File: config.mk
export PLATFORM = sky130hd
export DESIGN_NAME = rbhp_pick
export DESIGN_NICKNAME = d
export VERILOG_FILES = /design/src/rtl/rbhp_pkg.sv /design/src/rtl/rbhp_pick.sv
export SDC_FILE = /design/constraint.sdc
export NUM_CORES = 1
export LEC_CHECK = 0
export CAP_MARGIN = 20
export CORE_AREA = 3 3 398 400
export CTS_BUF_LIST = sky130_fd_sc_hd__clkbuf_16
export CTS_CLUSTER_DIAMETER = 50
export DETAILED_ROUTE_END_ITERATION = 8
export DIE_AREA = 0 0 401 403
export DONT_BUFFER_PORTS = 1
export PLACE_DENSITY = 0.49
export SLEW_MARGIN = 20
export SYNTH_ARGS = -nofsm -noshare
export SYNTH_HDL_FRONTEND = slang
export SYNTH_SLANG_ARGS = --single-unit
File: constraint.sdc
create_clock -name clk -period 5.3 [get_ports clk]
set_input_delay 0.53 -clock clk [delete_from_list [all_inputs] [get_ports clk]]
set_output_delay 0.53 -clock clk [all_outputs]
set_load 0.05 [all_outputs]
File: src/rtl/rbhp_pkg.sv
// Shared types, constants and helpers for ray_box_hit_point.
// No dependencies.
package rbhp_pkg;

    localparam int CW        = 32;
    localparam int FB        = 16;
    localparam int QW        = CW + FB;
    localparam int TW        = QW + 1;
    localparam int TLO       = 24;
    localparam int THI       = TW - TLO;
    localparam int PPW       = CW + THI;
    localparam int PW        = CW + TW;
    localparam int EW        = PW - FB + 1;
    localparam int DIV_STEPS = QW;
    localparam int ST_DIR    = DIV_STEPS + 2;
    localparam int ST_POS    = ST_DIR + 2;
    localparam int LAT       = ST_POS + 6;
    localparam int NFACE     = 6;
    localparam int INW       = 6 * CW;
    localparam int OUTW      = ((1 + 3 * CW + 7) / 8) * 8;
    localparam int IDXW      = 3;

    localparam logic [IDXW-1:0] REG_MIN_X = 3'd0;
    localparam logic [IDXW-1:0] REG_MIN_Y = 3'd1;
    localparam logic [IDXW-1:0] REG_MIN_Z = 3'd2;
    localparam logic [IDXW-1:0] REG_MAX_X = 3'd3;
    localparam logic [IDXW-1:0] REG_MAX_Y = 3'd4;
    localparam logic [IDXW-1:0] REG_MAX_Z = 3'd5;

    typedef logic signed [CW-1:0] coord_t;

    localparam coord_t RST_MIN_X = -32'sd3276800;
    localparam coord_t RST_MIN_Y = -32'sd3276800;
    localparam coord_t RST_MIN_Z = 32'sd0;
    localparam coord_t RST_MAX_X = 32'sd3276800;
    localparam coord_t RST_MAX_Y = 32'sd3276800;
    localparam coord_t RST_MAX_Z = 32'sd6553600;

    typedef struct packed {
        coord_t dz;
        coord_t dy;
        coord_t dx;
        coord_t pz;
        coord_t py;
        coord_t px;
    } line_t;

    typedef struct packed {
        logic [QW-1:0] num;
        logic [CW-1:0] dv;
        logic          neg;
        logic          par;
    } div_t;

    typedef struct packed {
        logic                 hit;
        logic signed [TW-1:0] t;
        coord_t               x;
        coord_t               y;
        coord_t               z;
    } hit_t;

    // farther hit wins, earlier (left) face on a tie
    function automatic hit_t pick_hit(input hit_t a, input hit_t b);
        if (b.hit && (!a.hit || (b.t > a.t)))
            return b;
        return a;
    endfunction

endpackage

File: src/rtl/rbhp_pick.sv
// Registered three-level tree that keeps the farthest face hit, zeros on a miss.
// Depends on rbhp_pkg.
module rbhp_pick (
    input  logic           clk,
    input  logic           en,
    input  rbhp_pkg::hit_t res [rbhp_pkg::NFACE],
    output rbhp_pkg::hit_t best
);
    import rbhp_pkg::*;

    hit_t l1_reg [3];
    hit_t l2a_reg, l2b_reg;
    hit_t fin;

    always_comb
    begin
        fin = pick_hit(l2a_reg, l2b_reg);
        if (!fin.hit)
            fin = '0;
    end

    always_ff @(posedge clk)
    begin
        if (en)
        begin
            l1_reg[0] <= pick_hit(res[0], res[1]);
            l1_reg[1] <= pick_hit(res[2], res[3]);
            l1_reg[2] <= pick_hit(res[4], res[5]);
            l2a_reg   <= pick_hit(l1_reg[0], l1_reg[1]);
            l2b_reg   <= l1_reg[2];
            best      <= fin;
        end
    end

endmodule

* After elaboration in Yosys (flattened, before gate mapping)
Memory sizes are Yosys's and may differ from the RTL's. A register that Yosys moved wholly into a read port is not among the register bits. Cells that the tools add are included.
Cells by class: reduce and logical (&&, ||, !) cells 15, muxes and demuxes 25, order comparisons 5
Operators by type and width (count):
- $mux 146 | 14
- $gt 49x49->1 | 5
- $mux 1 | 11
- $logic_and 1x1->1 | 5
- $logic_not 1->1 | 5
- $logic_or 1x1->1 | 5
Word-level totals: output and inout port bits 146, memories 1, register bits after elaboration 292, RAM bits 438, input bits 878
Memory list:
- l1_reg | depth 3, bits a word 146, rd ports 3, clocked after Yosys merged registers in 1, wr ports 3, line rbhp_pick.sv:11 | hit_t l1_reg [3];

* Logic depth before layout (Yosys ltp)
Gate-level depths: netlist of run 1.
depth in word-level cells 7, gate-level depth with buffers 13, depth with buffers taken out 10

* Worst setup path before layout of run 1
Ideal clock, no wire load.
kind in2reg, from input port res[582] in the netlist's numbering, to memory l1_reg[1][100] in the netlist's numbering (data pin), stages 12, path slack 1.813 ns, required time 5.040 ns, arrival 3.227 ns, setup time 0.260 ns, path buffers 3, path through inv_1 ha_1 nand4_1 or4_1 or4_1 o221ai_1 a21oi_1 a211oi_1 buf_6 buf_6 buf_6 mux2_4
RTL lines:
- start, declared | line rbhp_pick.sv:6 | input rbhp_pkg::hit_t res [rbhp_pkg::NFACE],
- end, declared | line rbhp_pick.sv:11

==> metrics, run 1 <==
DIE AREA=0.1616 mm^2; Mapped Avg Cell Area=15.82 um^2; post-route setup slack=1023 ps; Post-DRT Antenna Nets=0; unrepaired setup endpoints after global routing=no; Net Sw Frac=26.75%; final setup TNS=0 ps; Top Ports=1024; final core occ=36.01%; worst hold path type=in -> reg; Largest register FFs=438; skew final=103.5 ps; I/O Buffers=0; num rows=145; initial antenna violation count=59; Synth Flop Type=edfxtp_1; Psw=5.544 mW; Hold WS=78.46 ps; Final period util=80.70%; Total GRT Usage=18.32%; Post-Syn Area=0.04104 mm^2; vias in the first global route=27.63k; Worst-path clk slew=60 ps; # placed instances=4596; Worst Path Max Fanout=87; CTS root buf=clkbuf_16; part of the power in combinational logic=14.6%; CTS H-tree depth=3; #FFs+latches synth=876; Slew Limit Fails=0; Final Cell Area=0.05606 mm^2; wire per inst=27.07 um; maximum buffer depth of the clock tree=3; critical path type=in -> reg; Detailed Route WL=153.3 mm; P_int=15.18 mW; CP top delay family=simple AND/OR/NAND/NOR gates; worst skew pair latency=770 ps; sequential fraction of design power=46.1%; CTS tree=done; distinct cell type count after synthesis=51; register area share after synthesis=64.10%; clk sink count=876; Critical Path RT=5740 ps; overflow left after global routing=0; Yosys Warn Count=0; PD cells=369.7 mW/mm^2; Max Freq=233.8 MHz; core box area=0.1557 mm^2; initial drt markers=1959; layout net count=4588; Final Non-Filler Cells=5662; Max-Cap Viols=0; pre-CTS setup slack=781.9 ps; CTS Buf Count=118; most frequent cells in the layout=edfxtp_1, dlygate4sd3_1, mux2_2; Slew Limit Headroom=23.45%; cells after synthesis=2594; RD Place Congestion=0.8607; outcome=finished clean; crit path cell chain=inv_1 -> ha_1 -> and4_1 -> nor4b_1 -> nor4b_2 -> buf_4 -> o21ai_0 -> o211ai_1 -> o31ai_1 -> a21oi_4 -> buf_12 -> mux2_2 -> dlygate4sd3_1; commonest non-fill, non-tap cell in the layout=edfxtp_1; critical path endpoint category=register; DRC=0; Initial Utilization=26.36%; setup violators final=0; layout cells sized above 1=22.95%; Post-synth ARST share=0%; Pleak=21.37 nW; largest net degree at the start of global routing=767; worst path bufs/invs=4; critical path arrival=4710 ps; Design Power=20.73 mW; vias post-DR=26.39k; Final Hold Fails=0; post-CTS sizing=0; DIE WIDTH=401 um; Die Y=403 um; EDFF count, synth=876; CP max stage delay=700 ps; pin slew with the least headroom to its limit=1144 ps; crit path time final=4277 ps; DRT Pass-1 Iters=5; critical-path cell with the highest stage delay=nor4b_1; first-pass GRT wire length=210.1 mm; Layout area overhead=36.59%; maximum vdd drop=0.2600 mV; startpoint types=primary input; setup bufs post-CTS=0; Vias/cell=4.660; DP HPWL=111.2 mm; share of total power in the clock network=39.4%; dpl cell area=0.04370 mm^2; Post-Syn Nets=3717
final cells by class:
cell class | instances | area [um^2]
fillers | 14800 | 99600
flip-flops and latches | 876 | 26310
multi-input cells | 1365 | 13390
repair buffers | 847 | 8646
clock buffers | 119 | 2978
well taps | 2058 | 2575
clock inverters | 96 | 1086
inverters | 257 | 964.7
diodes | 44 | 110.1
cell usage after synthesis (4+ instances only):
master	number	share of area, %
and4_1	6	0.13
o211ai_1	6	0.11
clkbuf_1	50	0.46
nand2_1	52	0.48
mux2_4	50	1.8
nand3_1	21	0.26
nor3_1	13	0.16
buf_6	7	0.19
o21a_1	4	0.073
nand4_1	47	0.72
a21oi_1	84	1.0
o21ai_0	36	0.44
a21o_1	26	0.48
buf_2	39	0.48
a22o_1	145	3.1
nor4_1	5	0.076
or4_1	4	0.073
nor2b_1	6	0.091
edfxtp_1	876	64
a211oi_1	16	0.29
ha_1	245	7.5
nor2_1	23	0.21
mux2_2	530	15
a221oi_1	7	0.15
inv_1	257	2.4
or2_2	5	0.076
cell families (layout without fill, tap and decap cells):
logic type               Yosys count  count (layout)  synth area share (%)
AND/OR/NAND/NOR                  193             193                 2.463
AO/OA/AOI/OAI                    347             347                 6.122
flip-flops                       876             876                 64.10
adder cells (fa/ha/maj)          245             245                 7.470
other                              0              44                     0
buffers and inverters            353            1319                 3.476
multiplexers                     580             580                 16.37
path summary, 6_finish.rpt:
path | startpoint | to | slack [ps] | depth (start not counted)
max | res[270] | l1_reg[2][7] | 1020 | 13
min | res[286] | l1_reg[2][140] | 80 | 1
min reg2reg | l1_reg[2][135] | l2b_reg[135] | 380 | 0
max reg2reg | l1_reg[1][140] | l2a_reg[3] | 1070 | 9
layer usage:
metal / GRT usage, % / up-vias / routed length, um
li1: - / 11860 / -
met1: 22.31 / 13250 / 60850
met2: 30.92 / 1020 / 75370
met3: 5.311 / 248 / 11960
met4: 6.414 / 12 / 4975
met5: 0 / - / 84
power groups by stage:
stage | clock network (mW) | logic, mW | registers, mW
finish | 8.16 | 3.02 | 9.55
global route | 8.68 | 3.31 | 9.62
CTS | 8.38 | 2.92 | 9.57
detailed placement | 0 | 2.19 | 9.70
floorplan | 0 | 1.54 | 9.40
global placement | 0 | 2.17 | 9.71
timing repair:
item / in CTS / in global routing
setup endpoints to repair: 0 / 0
hold buffers: 798 / 5
hold endpoints to repair: 492 / 104
(Power assumes the default switching activity.)
==> inputs of run 2 (changes only) <==
--- a/config.mk
+++ b/config.mk
@@ -12,7 +12,7 @@
 export DETAILED_ROUTE_END_ITERATION = 8
 export DIE_AREA = 0 0 401 403
 export DONT_BUFFER_PORTS = 1
-export PLACE_DENSITY = 0.49
+export PLACE_DENSITY = 0.5
 export SLEW_MARGIN = 20
 export SYNTH_ARGS = -nofsm -noshare
 export SYNTH_HDL_FRONTEND = slang
==> constraint.sdc (replaced) <==
create_clock -name clk -period 3.8 [get_ports clk]
set_input_delay 0.38 -clock clk [delete_from_list [all_inputs] [get_ports clk]]
set_output_delay 0.38 -clock clk [all_outputs]
set_load 0.05 [all_outputs]
==> run 2 against run 1 <==
Critical path depth stayed put. Largest power group unchanged. Sequential power is 39% higher. Clock skew is 22 ps lower. Critical path type unchanged. First-iteration DRC count is 11% higher. Global-route usage is 0.40 points higher. Sequential share of layout area is 1.4 points lower.
==> metrics, run 2 (synthesis gave the netlist of run 1 again) <==
critical path type=in -> reg; PD cells=505.0 mW/mm^2 (+37%); Post-DRT Antenna Nets=0 (unchanged); Final Cell Area=0.05783 mm^2 (+3.2%); critical path arrival=4160 ps (-550 ps); I/O Buffers=0 (unchanged); Worst Path Max Fanout=10 (-89%); CTS H-tree depth=3 (unchanged); layout cells sized above 1=24.80% (+1.9 points); CTS root buf=clkbuf_16; WHS Endpoint=best[60]; Slew Limit Fails=0 (unchanged); crit path time final=3717 ps; first-pass GRT wire length=214.4 mm (+2.0%); worst hold path type=in -> reg; Largest register FFs=438 (unchanged); most frequent cells in the layout=edfxtp_1, dlygate4sd3_1, mux2_2; overflow left after global routing=0 (unchanged); Die Y=403 um (unchanged); Total GRT Usage=18.72% (+0.40 points); critical hold path startpoint=en; Max Freq=269.0 MHz; clk sink count=876 (unchanged); vias post-DR=27.19k (+3.0%); maximum buffer depth of the clock tree=3 (unchanged); dpl cell area=0.04447 mm^2 (+1.8%); skew final=81.38 ps (-22.15 ps); CTS tree=done; Final period util=97.83%; worst skew pair latency=760 ps (about the same); Worst-path clk slew=60 ps (about the same); Max-Cap Viols=0 (unchanged); initial drt markers=2183 (+11%); worst hold path depth=1 (unchanged); flop-to-flop setup slack=220 ps (-850 ps); # placed instances=4678 (+1.8%); Final Non-Filler Cells=5841 (+3.2%); DIE AREA=0.1616 mm^2 (unchanged); Initial Utilization=26.36% (unchanged); DP HPWL=114.0 mm (+2.5%); DRT Pass-1 Iters=5 (unchanged); DRC=0 (unchanged); worst reg2reg path depth=14 (+5); reg2reg end=l2a_reg[138]; Vias/cell=4.655 (-0.11%); CTS Buf Count=120 (+1.7%); wire per inst=27.14 um (+0.29%); Detailed Route WL=158.6 mm (+3.5%); Pleak=22.20 nW (+3.9%); core box area=0.1557 mm^2 (unchanged); Critical Path RT=4240 ps (-1500 ps); largest net degree at the start of global routing=877 (+14%); num rows=145 (unchanged); unrepaired setup endpoints after global routing=no; outcome=finished clean; vias in the first global route=28.18k (+2.0%); startpoint types=primary input; critical path endpoint category=register; Slew Limit Headroom=20.56% (-2.9 points); pin slew with the least headroom to its limit=1194 ps (+49.67 ps); Layout area overhead=40.91%; pre-CTS setup slack=-469.7 ps (-1252 ps); setup violators final=0 (unchanged); initial antenna violation count=61 (+3.4%); Top Ports=1024 (unchanged); Fillers=14.63k (-1.1%); layout net count=4759 (+3.7%); Final Hold Fails=0 (unchanged); RD Place Congestion=0.8810 (+2.4%); maximum vdd drop=0.3825 mV (+47%); R2R Path Start=l1_reg[1][140]; DIE WIDTH=401 um (unchanged); post-route setup slack=82.58 ps (-940.4 ps)
run 2: cell types whose count changed in the layout (fill, tap and decap cells not counted), sizes merged, moves of 5 or more:
cell,previous run,this run
buf,46,137
dlygate4sd3,801,876
clkinvlp,3,13
bufinv,16,10
clkbuf,119,124
clkinv,42,47
run 2: what timing repair did:
item,4_1_cts,5_1_grt
pin swaps,1,3
buffers inserted,4,4
endpoints found under the hold margin,715,97
resized for setup,7,7
endpoints found under the setup margin,143,108
hold buffers,876,1
cloned,2,3
run 2: cell type report:
type / count / area, um^2 / area share (%)
antenna: 41 / 102.6 / 0.1774
inverter: 257 / 964.7 / 1.668
clock inverter: 107 / 1041 / 1.800
tap: 2058 / 2575 / 4.453
multi-input combinational: 1365 / 13420 / 23.21
clock buffer: 121 / 3028 / 5.236
timing repair buffer: 1016 / 10390 / 17.97
sequential: 876 / 26310 / 45.49
run 2: per-stage QoR:
| step | total power [mW] | setup TNS [ps] | hold slack, ps | util (%) |
|---|---|---|---|---|
| 2_1_floorplan | 15.26 | 0 | 400.3 | - |
| 3_3_place_gp | 16.81 | -77340 | 400.8 | 28.57 |
| 3_5_place_dp | 16.84 | -89660 | 404.5 | 28.57 |
| 4_1_cts | 29.30 | 0 | -315.8 | 36.89 |
| 5_1_grt | 30.37 | 0 | 50.64 | 37.10 |
| 6_report | 29.21 | 0 | 82.33 | 37.15 |
run 2: metal layers:
layer  vias up  wire length (um)  GRT usage (%)
li1      12210                 -              -
met1     13560             64090          23.10
met2      1085             76620          31.42
met3       305             12180          5.521
met4        26              5482          6.010
met5         -               181              0
run 2: worst max path at each step:
stage | startpoint | end | slack (ps) | depth (start not counted)
6_report | res[578] | l1_reg[1][5] | 80 | 13
5_1_grt | l1_reg[1][140] | l2a_reg[138] | 8 | 14
4_1_cts | res[270] | l1_reg[2][91] | 50 | 17
3_5_place_dp | res[578] | l1_reg[1][29] | -470 | 13
3_3_place_gp | res[578] | l1_reg[1][21] | -460 | 13
2_1_floorplan | res[582] | l1_reg[1][100] | 460 | 12
run 2: report_power, final:
group / leakage [nW] / internal (mW) / switching (mW)
logic: 11.6 / 2.52 / 2.07
clock network: 2.00 / 6.59 / 4.70
registers: 8.61 / 12.0 / 1.29
run 2: critical path: stages:
cell           delay, ps
inv_1                 20
ha_2                 420
buf_12               130
nand4_1              170
buf_12               200
or4_1                540
or4_1                450
o221ai_1             210
a21oi_1              120
a211oi_4             340
buf_12               210
mux2_2               360
dlygate4sd3_1        560
